===== src/hdl/ppcs_pkg.sv =====
package ppcs_pkg;

  // Default widths
  localparam int COUNT_BITS_DEF  = 16;
  localparam int SAMPLE_BITS_DEF = 12;

  // Configuration port widths
  localparam int CFG_ADDR_W = 3;
  localparam int CFG_DATA_W = 16;
  localparam int TIME_W     = 16;
  localparam int THR_W      = 12;
  localparam int PCOUNT_W   = 16;

  // Reset thresholds: 0.1 V and 0.60 V on a 3.3 V, 4095-code converter
  localparam logic [THR_W-1:0] LIFT_THR_RST  = 12'd124;
  localparam logic [THR_W-1:0] PEDAL_THR_RST = 12'd745;

  // Register indexes
  typedef enum logic [CFG_ADDR_W-1:0] {
    REG_START_COUNT  = 3'd0,
    REG_END_COUNT    = 3'd1,
    REG_CUT_TIME     = 3'd2,
    REG_SUCTION_TIME = 3'd3,
    REG_START_EN     = 3'd4,
    REG_END_EN       = 3'd5,
    REG_LIFT_THR     = 3'd6,
    REG_PEDAL_THR    = 3'd7
  } cfg_reg_t;

  // Solenoid sequence phases
  typedef enum logic [5:0] {
    PH_IDLE  = 6'b000001,
    PH_RELAY = 6'b000010,
    PH_CUT   = 6'b000100,
    PH_GAP   = 6'b001000,
    PH_SUCK  = 6'b010000,
    PH_TAIL  = 6'b100000
  } phase_t;

  // Lifter hysteresis mode
  typedef enum logic [2:0] {
    LIFT_NONE     = 3'b001,
    LIFT_ENGAGED  = 3'b010,
    LIFT_RELEASED = 3'b100
  } lift_t;

endpackage


===== src/hdl/pulse_position_cutter_sequencer.sv =====
// An accepted request's result is registered in the output register in the next cycle.
// Throughput: one request per cycle while the output is not stalled; all per-tick work is a single combinational
//   pass from the state registers and input ports into the state and result registers.
// Reset (rst_n low, synchronous): sequencer idle, counters and latches cleared,
//   thresholds at their default codes, output register empty.
module pulse_position_cutter_sequencer #(
  parameter int COUNT_BITS  = ppcs_pkg::COUNT_BITS_DEF,
  parameter int SAMPLE_BITS = ppcs_pkg::SAMPLE_BITS_DEF
) (
  input  logic                              clk,
  input  logic                              rst_n,
  // configuration
  input  logic                              cfg_we,
  input  logic [ppcs_pkg::CFG_ADDR_W-1:0]   cfg_addr,
  input  logic [ppcs_pkg::CFG_DATA_W-1:0]   cfg_wdata,
  // input channel
  input  logic                              in_valid,
  output logic                              in_stall,
  input  logic                              in_hall_edge,
  input  logic                              in_photo_level,
  input  logic [SAMPLE_BITS-1:0]            in_pedal_sample,
  // result channel
  output logic                              out_valid,
  input  logic                              out_stall,
  output logic                              out_cutter_drive,
  output logic                              out_suction_drive,
  output logic                              out_lifter_drive,
  output logic                              out_relay_drive,
  output logic [ppcs_pkg::PCOUNT_W-1:0]     out_pulse_count,
  output logic                              out_object_present,
  output logic                              out_busy_res
);
  import ppcs_pkg::*;

  localparam int CMP_W = (COUNT_BITS > TIME_W) ? COUNT_BITS : TIME_W;

  // Configuration registers
  logic [TIME_W-1:0] start_count_r, end_count_r, cut_time_r, suction_time_r;
  logic              start_en_r, end_en_r;
  logic [THR_W-1:0]  lift_thr_r, pedal_thr_r;

  // Sequencer state
  logic [COUNT_BITS-1:0] cnt_r, cnt_nxt;
  logic                  obj_r, obj_nxt;
  logic                  cut_done_r, cut_done_nxt;
  logic                  pedal_latch_r, pedal_latch_nxt;
  logic                  suct_used_r, suct_used_nxt;
  lift_t                 lift_mode_r, lift_mode_nxt;
  logic                  relay_r, relay_nxt;
  logic                  lifter_r, lifter_nxt;
  phase_t                phase_r, phase_nxt;
  logic [TIME_W-1:0]     timer_r, timer_nxt;
  logic                  hall_pend_r, hall_pend_nxt;
  logic                  pedal_q_r, pedal_q_nxt;

  // Output register
  logic out_valid_r, out_valid_nxt;
  logic cutter_r, suction_r, busy_r;

  logic                   in_accept;
  logic [SAMPLE_BITS-1:0] lthr, pthr;
  logic                   cut_hit;

  assign in_stall  = out_valid_r & out_stall;
  assign in_accept = in_valid & ~in_stall;
  assign lthr      = SAMPLE_BITS'(lift_thr_r);
  assign pthr      = SAMPLE_BITS'(pedal_thr_r);

  // Configuration writes
  always_ff @(posedge clk) begin
    if (!rst_n) begin
      start_count_r  <= '0;
      end_count_r    <= '0;
      cut_time_r     <= '0;
      suction_time_r <= '0;
      start_en_r     <= 1'b0;
      end_en_r       <= 1'b0;
      lift_thr_r     <= LIFT_THR_RST;
      pedal_thr_r    <= PEDAL_THR_RST;
    end else if (cfg_we) begin
      case (cfg_reg_t'(cfg_addr))
        REG_START_COUNT:  start_count_r  <= cfg_wdata;
        REG_END_COUNT:    end_count_r    <= cfg_wdata;
        REG_CUT_TIME:     cut_time_r     <= cfg_wdata;
        REG_SUCTION_TIME: suction_time_r <= cfg_wdata;
        REG_START_EN:     start_en_r     <= cfg_wdata[0];
        REG_END_EN:       end_en_r       <= cfg_wdata[0];
        REG_LIFT_THR:     lift_thr_r     <= cfg_wdata[THR_W-1:0];
        REG_PEDAL_THR:    pedal_thr_r    <= cfg_wdata[THR_W-1:0];
        default:          ;
      endcase
    end
  end

  // One tick of the sequencer
  always_comb begin
    logic hall, idle, fire;
    hall            = in_hall_edge;
    idle            = 1'b1;
    fire            = 1'b0;
    cut_hit         = 1'b0;
    cnt_nxt         = cnt_r;
    obj_nxt         = obj_r;
    cut_done_nxt    = cut_done_r;
    pedal_latch_nxt = pedal_latch_r;
    suct_used_nxt   = suct_used_r;
    lift_mode_nxt   = lift_mode_r;
    relay_nxt       = relay_r;
    lifter_nxt      = lifter_r;
    phase_nxt       = phase_r;
    timer_nxt       = timer_r;
    hall_pend_nxt   = hall_pend_r;
    pedal_q_nxt     = pedal_q_r;

    // Busy tick: count down the running phase, remember hall edges
    if (phase_r != PH_IDLE) begin
      if (hall) hall_pend_nxt = 1'b1;
      timer_nxt = timer_r - TIME_W'(1);
      if (timer_nxt == '0) begin
        case (phase_r)
          PH_RELAY: begin
            if (cut_time_r != '0) begin
              phase_nxt = PH_CUT;
              timer_nxt = cut_time_r;
            end else begin
              phase_nxt = PH_GAP;
              timer_nxt = TIME_W'(1);
            end
          end
          PH_CUT: begin
            phase_nxt = PH_GAP;
            timer_nxt = TIME_W'(1);
          end
          PH_GAP: begin
            if (suction_time_r != '0) begin
              phase_nxt = PH_SUCK;
              timer_nxt = suction_time_r;
            end else begin
              phase_nxt = PH_TAIL;
              timer_nxt = TIME_W'(1);
            end
          end
          PH_SUCK: begin
            phase_nxt = PH_TAIL;
            timer_nxt = TIME_W'(1);
          end
          PH_TAIL: begin
            // queued pedal suction runs right after the tail
            if (pedal_q_r) begin
              pedal_q_nxt = 1'b0;
              if (suction_time_r != '0) begin
                phase_nxt = PH_SUCK;
                timer_nxt = suction_time_r;
              end else begin
                phase_nxt = PH_TAIL;
                timer_nxt = TIME_W'(1);
              end
            end else begin
              phase_nxt = PH_IDLE;
              timer_nxt = '0;
            end
          end
          default: begin
            phase_nxt = PH_IDLE;
            timer_nxt = '0;
          end
        endcase
      end
      if (phase_nxt != PH_IDLE) idle = 1'b0;
      else hall = 1'b0;
    end

    if (idle) begin
      // pulse counter and photo latch
      hall          = hall | hall_pend_nxt;
      hall_pend_nxt = 1'b0;
      if (hall && cnt_nxt != '1) cnt_nxt = cnt_nxt + COUNT_BITS'(1);
      if (in_photo_level != obj_nxt) begin
        obj_nxt = in_photo_level;
        cnt_nxt = '0;
      end

      // lifter hysteresis
      if (in_pedal_sample <= lthr) begin
        if (lift_mode_nxt != LIFT_ENGAGED) begin
          lift_mode_nxt = LIFT_ENGAGED;
          suct_used_nxt = 1'b0;
          lifter_nxt    = 1'b1;
          relay_nxt     = 1'b0;
        end
      end else if (lift_mode_nxt != LIFT_RELEASED) begin
        lift_mode_nxt = LIFT_RELEASED;
        lifter_nxt    = 1'b0;
      end

      // one-shot cut at start or end count
      cut_hit = (CMP_W'(cnt_nxt) == CMP_W'(start_count_r) && start_en_r && obj_nxt) ||
                (CMP_W'(cnt_nxt) == CMP_W'(end_count_r) && end_en_r && !obj_nxt);
      if (!cut_done_nxt && cut_hit) begin
        cut_done_nxt = 1'b1;
        relay_nxt    = 1'b1;
        phase_nxt    = PH_RELAY;
        timer_nxt    = TIME_W'(1);
      end
      if (cnt_nxt == '0) cut_done_nxt = 1'b0;

      // pedal one-shot suction
      fire = (in_pedal_sample >= pthr) && !pedal_latch_nxt && obj_nxt && !suct_used_nxt;
      if (fire) begin
        pedal_latch_nxt = 1'b1;
        suct_used_nxt   = 1'b1;
        if (phase_nxt != PH_IDLE) begin
          pedal_q_nxt = 1'b1;
        end else if (suction_time_r != '0) begin
          phase_nxt = PH_SUCK;
          timer_nxt = suction_time_r;
        end else begin
          phase_nxt = PH_TAIL;
          timer_nxt = TIME_W'(1);
        end
      end else if (in_pedal_sample < pthr) begin
        pedal_latch_nxt = 1'b0;
      end
    end
  end

  // Sequencer state registers
  always_ff @(posedge clk) begin
    if (!rst_n) begin
      cnt_r         <= '0;
      obj_r         <= 1'b0;
      cut_done_r    <= 1'b0;
      pedal_latch_r <= 1'b0;
      suct_used_r   <= 1'b0;
      lift_mode_r   <= LIFT_NONE;
      relay_r       <= 1'b0;
      lifter_r      <= 1'b0;
      phase_r       <= PH_IDLE;
      timer_r       <= '0;
      hall_pend_r   <= 1'b0;
      pedal_q_r     <= 1'b0;
    end else if (in_accept) begin
      cnt_r         <= cnt_nxt;
      obj_r         <= obj_nxt;
      cut_done_r    <= cut_done_nxt;
      pedal_latch_r <= pedal_latch_nxt;
      suct_used_r   <= suct_used_nxt;
      lift_mode_r   <= lift_mode_nxt;
      relay_r       <= relay_nxt;
      lifter_r      <= lifter_nxt;
      phase_r       <= phase_nxt;
      timer_r       <= timer_nxt;
      hall_pend_r   <= hall_pend_nxt;
      pedal_q_r     <= pedal_q_nxt;
    end
  end

  // Output register valid
  always_comb begin
    if (in_accept) out_valid_nxt = 1'b1;
    else if (out_stall) out_valid_nxt = out_valid_r;
    else out_valid_nxt = 1'b0;
  end

  always_ff @(posedge clk) begin
    if (!rst_n) out_valid_r <= 1'b0;
    else out_valid_r <= out_valid_nxt;
  end

  // Result payload, taken with each accepted request
  always_ff @(posedge clk) begin
    if (in_accept) begin
      cutter_r  <= (phase_nxt == PH_CUT);
      suction_r <= (phase_nxt == PH_SUCK);
      busy_r    <= (phase_nxt != PH_IDLE);
    end
  end

  // State registers already hold the post-tick value while a result is shown
  assign out_valid          = out_valid_r;
  assign out_cutter_drive   = cutter_r;
  assign out_suction_drive  = suction_r;
  assign out_busy_res       = busy_r;
  assign out_lifter_drive   = lifter_r;
  assign out_relay_drive    = relay_r;
  assign out_pulse_count    = PCOUNT_W'(CMP_W'(cnt_r));
  assign out_object_present = obj_r;

  // Checks
  a_accept_fills: assert property (@(posedge clk) disable iff (!rst_n)
    in_accept |=> out_valid_r)
    else $error("accepted request produced no result");

  a_timer_live: assert property (@(posedge clk) disable iff (!rst_n)
    phase_r != PH_IDLE |-> timer_r != '0)
    else $error("running phase with expired timer");

  a_drive_excl: assert property (@(posedge clk) disable iff (!rst_n)
    out_valid_r |-> !(cutter_r && suction_r))
    else $error("cutter and suction driven together");

  a_drive_busy: assert property (@(posedge clk) disable iff (!rst_n)
    out_valid_r && (cutter_r || suction_r) |-> busy_r)
    else $error("solenoid driven outside a sequence");

endmodule


===== config.mk =====
export PLATFORM = sky130hd
export DESIGN_NAME = pulse_position_cutter_sequencer
export DESIGN_NICKNAME = d
export VERILOG_FILES = /design/src/hdl/ppcs_pkg.sv /design/src/hdl/pulse_position_cutter_sequencer.sv
export SDC_FILE = /design/constraint.sdc
export NUM_CORES = 1
export LEC_CHECK = 0
export BUFFER_PORTS_ARGS = -buffer_cell sky130_fd_sc_hd__buf_2
export CORE_ASPECT_RATIO = 0.5
export CORE_MARGIN = 4
export CORE_UTILIZATION = 40
export DETAILED_ROUTE_END_ITERATION = 8
export PLACE_DENSITY_LB_ADDON = 0.3
export SYNTH_ARGS = -nofsm -noshare
export SYNTH_HDL_FRONTEND = slang
export SYNTH_SLANG_ARGS = --single-unit

===== constraint.sdc =====
create_clock -name clk -period 4.29 [get_ports clk]
set_input_delay 0.6435 -clock clk [delete_from_list [all_inputs] [get_ports clk]]
set_output_delay 0.6435 -clock clk [all_outputs]
set_load 0.05 [all_outputs]

==> reports/results.md, run 1 <==
| Result | Reported | Unit |
|:---|:---|:---|
| Net switching share of the total power | 33.1 | % |
| Largest fanout of any net on the critical path | 12 | - |
| Most frequent CP cell | a311oi_1 | - |
| Number of CTS-inserted buffers | 17 | - |
| Vias in the first global route | 8547 | - |
| Top cell family by delay on the critical path | compound AO/OA/AOI/OAI gates | - |
| Maximum number of pins on one net before global-route repair | 84 | - |
| Core region area | 0.0217 | mm² |
| Area share of the leading cell type in the synthesized netlist | 31.4 | % |
| Cell at the root of the clock tree | clkbuf_16 | - |
| Vertical die dimension | 113 | µm |
| Remaining global-route overflow | 0 | - |
| Synth warnings | 0 | - |
| Synthesized cell area | 0.00887 | mm² |
| Sort of element at the end of the critical path | flip-flop | - |
| Routed length per placed instance | 18.7 | µm |
| Site row count | 38 | - |
| Initial antenna violation count | 0 | - |
| Clock sinks | 142 | - |
| Top cells by instance count after synthesis | nand2_1 (246), dfxtp_1 (139), a21oi_1 (135), nor2_1 (79), clkbuf_1 (65) | - |
| Largest incremental delay on the critical path | 600 | ps |
| Total buffers and inverters traversed by the critical path | 1 | - |
| HPWL after DPL | 20900 | µm |
| Clock network fraction of design power | 38.8 | % |
| Required time of the worst setup path | 4610 | ps |
| Kind of start point of the critical path | flip-flop | - |
| Diode insertion count for antenna repair | 0 | - |
| Min Clock Period, post-route | 4230 | ps |
| Total via count in the routed design | 9397 | - |
| Proportion of power drawn by combinational gates | 22.6 | % |
| Synth top area cells | dfxtp_1 (31%), nand2_1 (10%), a21oi_1 (7.6%) | - |
| Cells traversed along the worst timing path | inv_1 > ha_1 > o21ba_2 > o31ai_1 > a311oi_1 > nand4_1 > nand2b_1 > a21boi_1 > nand2_1 > nor2_1 > a31oi_1 > a311oi_1 | - |
| Iteration-0 DRC count of the detailed router | 1000 | - |
| Total Power | 3.86 | mW |
| Library cell contributing the largest single delay on the critical path | dfxtp_1 | - |
| Layout overhead on the synthesized area | 14.0 | % |
| Sequential area share after synthesis | 32.4 | % |
| Die width | 219 | µm |
| Final number of hold-violating endpoints | 0 | - |
| Class of the most critical setup path | reg -> reg | - |
| Proportion of power drawn by flip-flops and latches | 38.6 | % |
| Placed insts | 1525 | - |
| Number of top-level pins | 62 | - |
| Avg Synthesized Cell Area | 7.32 | µm² |
| RSZ-0062 raised after global routing | false | - |
| Max Slew Vio Count | 0 | - |
| DRC Markers | 0 | - |
| Router iterations before antenna repair | 8 | - |
| Total routing resource utilization after global routing | 23.1 | % |
| Max-capacitance violation count | 0 | - |
| Max clock buf depth | 2 | - |
| Initial core utilization | 40.8 | % |
| Status | finished, final reports clean | - |
| Yosys top cell by area | dfxtp_1 | - |
| Share of layout cells above drive strength 1 | 12.6 | % |
| Port Buffer Count | 61 | - |
| Arrival @ worst endpoint | 4550 | ps |
| Achievable frequency | 236 | MHz |
| P_sw | 1.27 | mW |
| Clock transition at path regs | 70 | ps |
| Post-Route WL | 29100 | µm |
| Final standard cell count with taps included and fillers excluded | 1558 | - |
| Post-route core utilization | 46.6 | % |
| Synthesized netlist cell count | 1212 | - |
| Die outline area | 0.0248 | mm² |
| Number of synthesized register bits | 142 | - |
| Final Skew | 12.0 | ps |
| Setup Total Neg Slack | 0 | ps |
| Fraction of the cycle the final worst path needs | 98.6 | % |
| Pint | 2.58 | mW |
| Fraction of synthesis flops using an asynchronous set or reset pin | 0 | % |
| Pwr dens | 381 | mW/mm² |
| Final setup violation count | 0 | - |
| IR Drop Worst-Case VDD | 306 | µV |
| Level count of the clock H-tree | 4 | - |
| Count of flip-flops with a built-in enable after synthesis | 3 | - |
| Count of fill cells added during filler insertion | 2168 | - |
| Count of different cell masters after synthesis | 79 | - |
| Worst slew margin relative to its limit | 21.0 | % |
| Hold WS | 442 | ps |
| Vias/cell | 6.03 | - |
| Hold/Removal Path Class | in -> reg | - |
| Total number of nets in the final design | 1312 | - |
| Cell with the most instances after synthesis | nand2_1 | - |
| Final antenna-violating net count | 0 | - |
| Worst-margin pin slew | 1180 | ps |
| Most used flip-flop cell after synthesis | dfxtp_1 | - |
| Static leakage | 3.76 | nW |
| Routability cong. | 0.986 | - |
| Wire length of the first global-routing pass | 46000 | µm |
| Number of nets in the synthesized netlist | 1279 | - |
| Source-to-sink clock delay at the later pin of the worst-skew pair | 430 | ps |
| CTS tree | built | - |
[repair_timing]
| item | CTS | global route |
|---|---|---|
| buffers inserted | 0 | 1 |
| hold buffers | 0 | 0 |
| setup endpoints to repair | 0 | 16 |
| resized for setup | 0 | 4 |
[state kept, by name, indices dropped and copies added (netlist names), 3 cells and up]
register / flops
lift_mode_r: 3
phase_r: 6
suction_time_r: 16
pedal_thr_r: 12
timer_r: 16
cut_time_r: 16
start_count_r: 16
end_count_r: 16
lift_thr_r: 12
out_pulse_count: 16
[cell usage in the layout, fill, tap and decap left out, types with 12 or more instances in the layout]
| cell | n |
|---|---|
| a211oi_1 | 13 |
| a21oi_1 | 135 |
| a31oi_1 | 12 |
| buf_2 | 61 |
| buf_4 | 35 |
| clkbuf_16 | 17 |
| dfxtp_1 | 139 |
| ha_1 | 29 |
| inv_1 | 46 |
| mux2i_1 | 12 |
| nand2_1 | 246 |
| nand2b_1 | 12 |
| nand3_1 | 43 |
| nand4_1 | 28 |
| nor2_1 | 79 |
| nor3_1 | 24 |
| nor4_1 | 22 |
| o211ai_1 | 29 |
| o21ai_0 | 43 |
[cell type report]
type | instances | area (µm²) | area share, %
timing repair buffer | 97 | 588 | 5.81
sequential | 142 | 2870 | 28.4
clock inverter | 14 | 159 | 1.57
multi-input combinational | 940 | 5510 | 54.5
tap | 300 | 375 | 3.71
clock buffer | 18 | 429 | 4.24
inverter | 47 | 178 | 1.76
[final timing paths]
kind	startpoint	to	slack, ps	cells past startpoint
hold / removal	in_valid	out_valid	440	2
hold reg to reg	lift_mode_r[0]	lift_mode_r[0]	450	2
setup reg to reg	timer_r[0]	out_pulse_count[7]	60	12
setup / recovery	timer_r[0]	out_pulse_count[7]	60	12
[stage by stage]
stage | worst slack [ps] | area, µm²
floorplan | 178 | 8870
global placement | 186 | 9490
detailed placement | 14.8 | 9490
CTS | 74.7 | 10100
global route | 18.9 | 10100
finish | 60.4 | 10100
[kinds of logic (layout without fill, tap and decap cells)]
family,Yosys count,in the layout,share of synthesized area [%]
XOR/XNOR,15,15,1.48
AO/OA/AOI/OAI,334,334,24.0
buffers and inverters,130,176,5.81
multiplexers,19,19,2.62
adder cells (fa/ha/maj),29,29,4.09
flip-flops,142,142,32.4
AND/OR/NAND/NOR,543,543,29.6
[power groups by stage]
stage	clock network, mW	registers (mW)	logic, mW
finish	1.50	1.49	0.870
global route	1.57	1.50	0.958
CTS	1.52	1.48	0.854
detailed placement	0	1.51	0.847
global placement	0	1.51	0.823
floorplan	0	1.48	0.633
[routing by layer]
| metal | vias up | global-route usage (%) | wire [µm] | part of all wire (%) |
|---|---|---|---|---|
| met4 | 0 | 7.36 | 716 | 2.5 |
| met5 | - | 0 | 0 | 0 |
| met1 | 4439 | 32.3 | 13000 | 45 |
| met2 | 449 | 35.9 | 12800 | 44 |
| met3 | 67 | 4.91 | 2560 | 8.8 |
| li1 | 4442 | - | - | - |
No activity file was read; power rests on OpenSTA's default activity.
==> inputs of run 2 (changes only) <==
Settings changed: CELL_PAD_IN_SITES_DETAIL_PLACEMENT set to 1, CELL_PAD_IN_SITES_GLOBAL_PLACEMENT set to 2, CORE_UTILIZATION 40 to 36.
==> reports/results.md, run 2 (synthesis results as in run 1) <==
| Result | Reported | Unit | vs previous |
|:---|:---|:---|:---|
| M2 GR Usage | 38.1 | % | +2.2 points |
| Total Power | 3.93 | mW | +1.8% |
| Class of the most critical setup path | reg -> reg | - |  |
| Total buffers and inverters traversed by the critical path | 1 | - | unchanged |
| Layout overhead on the synthesized area | 15.6 | % |  |
| GR peak layer | met2 | - |  |
| Port Buffer Count | 61 | - | unchanged |
| Max Slew Vio Count | 0 | - | unchanged |
| Largest incremental delay on the critical path | 610 | ps | about the same |
| Net switching share of the total power | 34.8 | % | +1.7 points |
| Proportion of power drawn by flip-flops and latches | 38.0 | % | -0.6 points |
| Global routing met3 resource utilization | 4.23 | % | -0.68 points |
| P_sw | 1.37 | mW | +7.2% |
| Most frequent cells in the layout | nand2_1 (246), dfxtp_1 (138), a21oi_1 (135) | - |  |
| Cell at the root of the clock tree | clkbuf_16 | - |  |
| Fraction of the cycle the final worst path needs | 94.9 | % | -3.7 points |
| Clock transition at path regs | 70 | ps | about the same |
| Total via count in the routed design | 9458 | - | +0.65% |
| Post-route setup slack | 218 | ps | +157 ps |
| Final antenna-violating net count | 0 | - | unchanged |
| Worst setup slack before clock tree synthesis | 2.16 | ps | -12.7 ps |
| Pint | 2.56 | mW | -0.83% |
| Commonest non-fill, non-tap cell in the layout | nand2_1 | - |  |
| Vias in the first global route | 9223 | - | +7.9% |
| Max-capacitance violation count | 0 | - | unchanged |
| Final setup violation count | 0 | - | unchanged |
| Initial core utilization | 36.8 | % | -4.1 points |
| Top cell family by delay on the critical path | simple AND/OR/NAND/NOR gates | - |  |
| Arrival @ worst endpoint | 4370 | ps | -180 ps |
| DRC Markers | 0 | - | unchanged |
| Met1 demand-to-capacity share in global routing | 35.6 | % | +3.3 points |
| Router iterations before antenna repair | 6 | - | -2 |
| Die outline area | 0.0274 | mm² | +11% |
| Maximum number of pins on one net before global-route repair | 108 | - | +29% |
| Status | finished, final reports clean | - |  |
| Hold/Removal Path Class | in -> reg | - |  |
| Final standard cell area without fillers | 0.0103 | mm² | +1.4% |
| Final number of hold-violating endpoints | 0 | - | unchanged |
| Cells traversed along the worst timing path | ha_1 > nand3_1 > or4_1 > a211o_1 > mux2i_1 > nand4_1 > or4_1 > nor4_4 > o21ai_4 > buf_4 > a21oi_2 > o21ai_0 | - |  |
| Iteration-0 DRC count of the detailed router | 650 | - | -35% |
| Vertical die dimension | 119 | µm | +5.0% |
| Static leakage | 3.81 | nW | +1.3% |
| Cts hold-fix bufs | 0 | - | unchanged |
| Level count of the clock H-tree | 4 | - | unchanged |
| Largest fanout of any net on the critical path | 8 | - | -4 |
| Vias/cell | 5.89 | - | -2.3% |
| Core region area | 0.0241 | mm² | +11% |
| CTS tree | built | - |  |
| Clock sinks | 142 | - | unchanged |
| Final Skew | 8.19 | ps | -3.85 ps |
| Sort of element at the end of the critical path | flip-flop | - |  |
| Remaining global-route overflow | 0 | - | unchanged |
| Die width | 230 | µm | +5.2% |
| Diode insertion count for antenna repair | 0 | - | unchanged |
| Max clock buf depth | 2 | - | unchanged |
| Pwr dens | 383 | mW/mm² | +0.39% |
| Min Clock Period, post-route | 4070 | ps | -157 ps |
| RSZ-0062 raised after global routing | false | - |  |
| Kind of start point of the critical path | flip-flop | - |  |
| IR Drop Worst-Case VDD | 273 | µV | -11% |
| Library cell contributing the largest single delay on the critical path | or4_1 | - |  |
| Clock network fraction of design power | 38.6 | % | -0.2 points |
| Routed length per placed instance | 21.0 | µm | +12% |
| Number of CTS-inserted buffers | 17 | - | unchanged |
| Site row count | 40 | - | +5.3% |
| Share of layout cells above drive strength 1 | 13.7 | % | +1.1 points |
| Achievable frequency | 246 | MHz | +3.9% |
| Required time of the worst setup path | 4590 | ps | -20 ps |
| Post-Route WL | 33700 | µm | +16% |
| Initial antenna violation count | 0 | - | unchanged |
| Setup Total Neg Slack | 0 | ps | unchanged |
| Count of fill cells added during filler insertion | 3062 | - | +41% |
| Worst slew margin relative to its limit | 17.7 | % | -3.2 points |
| Most frequent CP cell | or4_1 | - |  |
| Total number of nets in the final design | 1323 | - | +0.84% |
| HPWL after DPL | 24800 | µm | +19% |
| Routability cong. | 0.912 | - | -7.5% |
| Total routing resource utilization after global routing | 24.4 | % | +1.3 points |
| Proportion of power drawn by combinational gates | 23.4 | % | +0.8 points |
| Worst-margin pin slew | 1230 | ps | +48.3 ps |
| Number of top-level pins | 62 | - | unchanged |
| Wire length of the first global-routing pass | 53200 | µm | +16% |
| Placed cell area | 0.00962 | mm² | +1.4% |
| Source-to-sink clock delay at the later pin of the worst-skew pair | 430 | ps | about the same |
-- run 2: power groups by stage --
stage,Sequential (mW),Combinational (mW),Clock (mW)
after global routing,1.50,1.01,1.60
final,1.49,0.917,1.52
after floorplan,1.48,0.633,0
after CTS,1.49,0.907,1.54
after global placement,1.51,0.876,0
after detailed placement,1.52,0.896,0
-- run 2: worst paths after layout --
path	start	to	slack, ps	cells after the start
max	out_pulse_count[0]	timer_r[6]	220	12
min	in_valid	out_valid	430	2
max reg2reg	out_pulse_count[0]	timer_r[6]	220	12
min reg2reg	lift_mode_r[0]	lift_mode_r[0]	460	2
-- run 2: per-layer routing --
layer / wire length [µm] / vias up
met3: 1690 / 25
met5: 0 / -
li1: - / 4470
met1: 16700 / 4753
met4: 323 / 0
met2: 15000 / 210
-- run 2: timing repair --
item,4_1_cts,5_1_grt
resized for setup,0,6
buffers inserted,0,2
endpoints found under the setup margin,0,20
-- run 2: cell type report --
class / instances / area, µm² / share of cell area (%)
flip-flops and latches: 142 / 2870 / 28.0
well taps: 336 / 420 / 4.10
inverters: 47 / 178 / 1.73
clock buffers: 18 / 439 / 4.28
clock inverters: 14 / 145 / 1.41
multi-input cells: 940 / 5520 / 53.8
repair buffers: 108 / 683 / 6.66
-- run 2: through the flow --
step	std cells	hold WS [ps]	util, %
final	1605	432	42.5
after global routing	1605	418	42.5
after CTS	1603	415	42.3
after detailed placement	1571	449	39.9
after global placement	1571	435	39.9
after floorplan	1212	423	-
